## config.mk

```make
export PLATFORM = sky130hd
export DESIGN_NAME = ssc_sqrt
export DESIGN_NICKNAME = d
export VERILOG_FILES = /design/src/design/ssc_pkg.sv /design/src/design/ssc_sqrt.sv
export SDC_FILE = /design/constraint.sdc
export NUM_CORES = 2
export LEC_CHECK = 0
export BUFFER_PORTS_ARGS = -buffer_cell sky130_fd_sc_hd__buf_2
export CORE_UTILIZATION = 30
export DETAILED_ROUTE_END_ITERATION = 16
export GPL_ROUTABILITY_DRIVEN = 0
export PLACE_DENSITY_LB_ADDON = 0.25
export SLEW_MARGIN = 20
export SYNTH_ARGS = -nofsm -noshare
export SYNTH_HDL_FRONTEND = slang
export SYNTH_SLANG_ARGS = --single-unit
export TNS_END_PERCENT = 50
```

## constraint.sdc

```tcl
create_clock -name clk -period 4.7 [get_ports clk]
set_input_delay 0.235 -clock clk [delete_from_list [all_inputs] [get_ports clk]]
set_output_delay 0.235 -clock clk [all_outputs]
set_load 0.05 [all_outputs]
```

## src/design/ssc_pkg.sv

```systemverilog
// Shared constants for the sphere pair contact pipeline.
package ssc_pkg;

  localparam int COORD_WIDTH_DEF = 32;
  localparam int NORM_BITS = 14;
  localparam int NORM_WIDTH = 16;
  localparam int QUOT_BITS = NORM_BITS + 1;
  localparam logic [NORM_WIDTH-1:0] NORM_ONE = NORM_WIDTH'(1 << NORM_BITS);
  // Register stages outside the root and divider pipelines.
  localparam int PIPE_EXTRA = 9;

endpackage

```

## src/design/ssc_sqrt.sv

```systemverilog
// Pipelined integer square root, one result bit per stage, with a sideband.
module ssc_sqrt #(
  parameter int CW = ssc_pkg::COORD_WIDTH_DEF,
  parameter int SW = 8
) (
  input  logic            clk,
  input  logic            rst,
  input  logic            in_valid,
  input  logic [2*CW-1:0] radicand,
  input  logic [SW-1:0]   in_side,
  output logic            out_valid,
  output logic [CW-1:0]   root,
  output logic [SW-1:0]   out_side
);

  wire            vld_w [0:CW];
  wire [2*CW:0]   rem_w [0:CW];
  wire [CW-1:0]   rt_w  [0:CW];
  wire [SW-1:0]   sd_w  [0:CW];

  assign vld_w[0] = in_valid;
  assign rem_w[0] = {1'b0, radicand};
  assign rt_w[0]  = '0;
  assign sd_w[0]  = in_side;

  for (genvar k = 0; k < CW; k++) begin : g_stage
    localparam int B = CW - 1 - k;
    logic [2*CW:0] inc;
    logic          take;
    logic          v_r;
    logic [2*CW:0] rem_r;
    logic [CW-1:0] rt_r;
    logic [SW-1:0] sd_r;

    // (r + 2^B)^2 - r^2, with the low bits of r still clear.
    assign inc  = ({{(CW+1){1'b0}}, rt_w[k]} << (B + 1)) + ((2*CW+1)'(1) << (2 * B));
    assign take = (inc <= rem_w[k]);

    always_ff @(posedge clk) begin
      if (rst) begin
        v_r <= 1'b0;
      end else begin
        v_r <= vld_w[k];
      end
      rem_r <= take ? rem_w[k] - inc : rem_w[k];
      rt_r  <= take ? (rt_w[k] | (CW'(1) << B)) : rt_w[k];
      sd_r  <= sd_w[k];
    end

    assign vld_w[k+1] = v_r;
    assign rem_w[k+1] = rem_r;
    assign rt_w[k+1]  = rt_r;
    assign sd_w[k+1]  = sd_r;
  end

  assign out_valid = vld_w[CW];
  assign root      = rt_w[CW];
  assign out_side  = sd_w[CW];

endmodule

```

==> results.json <==
{
  "setup_viol": 0,
  "synth_top_area_frac": 0.5480,
  "routed-via-count": 73171,
  "yosys.area.top_type": "dfxtp_1",
  "overflow": 0,
  "fp.dieW_um": 589.1,
  "cts_made_buffers": 308,
  "multiInputGateArea_sq_um": 43300,
  "synth_seq_cells": 2831,
  "synth_area_sq_um": 103400,
  "fin_crit_sh": 0.9391,
  "post_cts_buffers": 0,
  "path_max_fanout": 6,
  "clk_root_buffer_cell": "clkbuf_16",
  "grt_pass1_vias": 75596,
  "period_needed_ns": 4.414,
  "grt_pass1_wl_mm": 417.0,
  "cts.reportedPaths.clkPinSlew_ns": 0.06,
  "synth-edff-count": 0,
  "syn_inst": 10161,
  "relSlewSlack": 0.3179,
  "grt_max_degree": 54,
  "async_flop_share": 0,
  "wirelength_mm": 269.1,
  "cp-end-kind": "register",
  "worstMarginPinSlew_ns": 1.014,
  "syn_nets": 10794,
  "crit_required_ns": 5.45,
  "p_leak_nw": 53.90,
  "io_buffers": 115,
  "route.antenna.remaining_nets": 0,
  "critical_path_class": "reg2reg",
  "synth.distinct_cells": 99,
  "first_iter_violations": 3841,
  "regArea_sq_um": 56670,
  "post-route-drc-count": 0,
  "rsz0062_at_grt": "false",
  "synthTopCellsByArea": "dfxtp_1 (55%), ha_1 (6.8%), xnor2_1 (4.1%), xor2_1 (3.5%), a21oi_1 (3.0%)",
  "cts_hold_repair.buffers": 146,
  "place_hpwl_mm": 207.8,
  "ctsHtreeMaxLevel": 5,
  "fin_setup_tns_ns": 0,
  "ys.flop_type": "dfxtp_1",
  "start_kind": "register",
  "drive_above_1_share": 0.08144,
  "pre_cts_ws_ns": 0.4277,
  "start_util": 0.3015,
  "synth_area_per_cell_sq_um": 10.18,
  "outcome": "completed",
  "io_pins": 116,
  "die_area_sq_um": 347100,
  "ys_seq_area_frac": 0.5480,
  "fin_nets": 11228,
  "peakVddDrop_mv": 0.3987,
  "fillers": 33845,
  "core_sq_um": 343000,
  "area_growth_pct": 17.63,
  "post_cts_resized": 0,
  "floorplan.rows": 215,
  "chipHeight_um": 589.1,
  "reg2reg_depth": 12,
  "cts.sinks": 2831,
  "clock_skew_ns": 0.07608,
  "yosysWarnings": 0,
  "power.density_nw_per_um2": 606.2,
  "fin_ws_ns": 0.2861,
  "whs_path_depth": 2,
  "detail_route.first_pass.iterations": 8,
  "wire_per_inst_um": 17.43,
  "slew_violations": 0,
  "fmax_ghz": 0.2266,
  "grtUsageTotal": 0.1502,
  "hp-class": "in2reg",
  "viasPerCell": 4.738,
  "antenna_found_initial": 12,
  "cts_tree": "yes",
  "cts_buffer_depth": 4,
  "maxCapViolCount": 0,
  "insertion_delay_ns": 0.91,
  "hold_viol_final": 0,
  "worstPathArrival_ns": 5.16
}
[Yosys cell counts (24+ instances only)]
cell,instances
dfxtp_1,2831
inv_1,683
nor2_1,643
a21oi_1,622
nand2_1,611
ha_1,558
xnor2_1,483
o21ai_0,417
xor2_1,415
nor4_1,344
nor3_1,302
a21o_1,247
nand3_1,181
nand4_1,180
clkbuf_1,172
or3_1,129
o21a_1,114
nor2b_1,111
nand2b_1,106
or4_1,87
mux2_2,79
o31ai_1,55
nor4b_1,49
or2_2,48
a31oi_1,44
a211oi_1,43
and3_1,38
nand4b_1,38
o211ai_1,38
o21bai_1,37
a21boi_0,32
buf_2,27
nand3b_1,25
and2_1,24
[power breakdown]
| part | total, mW | internal (mW) | switching (mW) |
|---|---|---|---|
| registers | 33.2 | 28.9 | 4.23 |
| clock network | 24.8 | 14.9 | 9.88 |
| logic | 15.8 | 7.05 | 8.73 |
| total | 73.7 | 50.9 | 22.8 |
[per-stage QoR]
step	std cells	area, sq um	power (mW)	hold slack, ns	utilization
floorplan	10161	103400	44.07	0.2627	-
global placement	14696	109500	48.87	0.3095	0.3193
detailed placement	14696	109500	49.17	0.3121	0.3193
CTS	15400	121500	74.42	0.05871	0.3544
global route	15436	121600	77.81	0.05709	0.3547
finish	15442	121700	73.75	0.07430	0.3547
[kinds of logic (layout without fill, tap and decap cells)]
logic type	after synthesis	in the layout	share of synthesized area
xor+xnor	898	898	0.07605
compound gates	1856	1856	0.1120
mux	93	93	0.009969
flops	2831	2831	0.5480
simple gates	3015	3015	0.1527
buf+inv	910	1592	0.03383
fa+ha+maj	558	558	0.06751
other cells	0	42	0
[area by class of cell]
type                            count  area share
Multi-Input combinational cell   6420      0.3560
Clock inverter                    127     0.01369
Antenna cell                       42   0.0008639
Timing Repair Buffer              345     0.02234
Sequential cell                  2831      0.4659
Tap cell                         4557     0.04687
Inverter                          689     0.02126
Clock buffer                      431     0.07317
[cells in the final DEF (no fill, tap or decap), types with 57 or more instances in the layout]
cell           instances
a21o_1               247
a21oi_1              622
buf_2                115
buf_4                 80
clkbuf_1              60
clkbuf_16            317
clkinv_2              57
dfxtp_1             2831
dlygate4sd3_1        146
ha_1                 558
inv_1                683
mux2_2                79
nand2_1              610
nand2b_1             106
nand3_1              180
nand4_1              180
nor2_1               642
nor2b_1              111
nor3_1               302
nor4_1               343
o21a_1               114
o21ai_0              416
or3_1                129
or4_1                 87
xnor2_1              483
xor2_1               415
[state kept, by name, indices dropped and copies added (netlist names)]
signal and cells:
out_valid 1, g_stage.rt_r 496, g_stage.sd_r 248, out_side 8, g_stage.v_r 31, g_stage.rem_r 2015
root 32
[metal layers]
metal / part of all wire / vias to the layer above / track usage / wire length [um]
li1: - / 36372 / - / -
met1: 0.38 / 34329 / 0.1508 / 101900
met2: 0.53 / 1762 / 0.2932 / 141600
met3: 0.037 / 706 / 0.02263 / 9989
met4: 0.058 / 2 / 0.08287 / 15580
met5: 0.000048 / - / 0 / 13
[final timing paths]
kind / startpoint / end / slack [ns]
setup / recovery: g_stage[21].rt_r[20] / g_stage[22].rem_r[45] / 0.29
setup reg to reg: g_stage[21].rt_r[20] / g_stage[22].rem_r[45] / 0.29
hold / removal: in_side[7] / g_stage[0].sd_r[7] / 0.07
hold reg to reg: g_stage[8].sd_r[1] / g_stage[9].sd_r[1] / 0.31
[worst max-delay path, stage by stage, from the launching register on]
cell and delay [ns]:
dfxtp_1 0.37, inv_1 0.06, ha_1 0.37, nand3_1 0.14, nor3_1 0.56, nand3_1 0.38
nor4_1 0.85, buf_4 0.25, nor2_1 0.05, o2111a_1 0.20, nor3_1 0.65, nand4_1 0.23
xnor2_1 0.17
(Power assumes the default switching activity.)
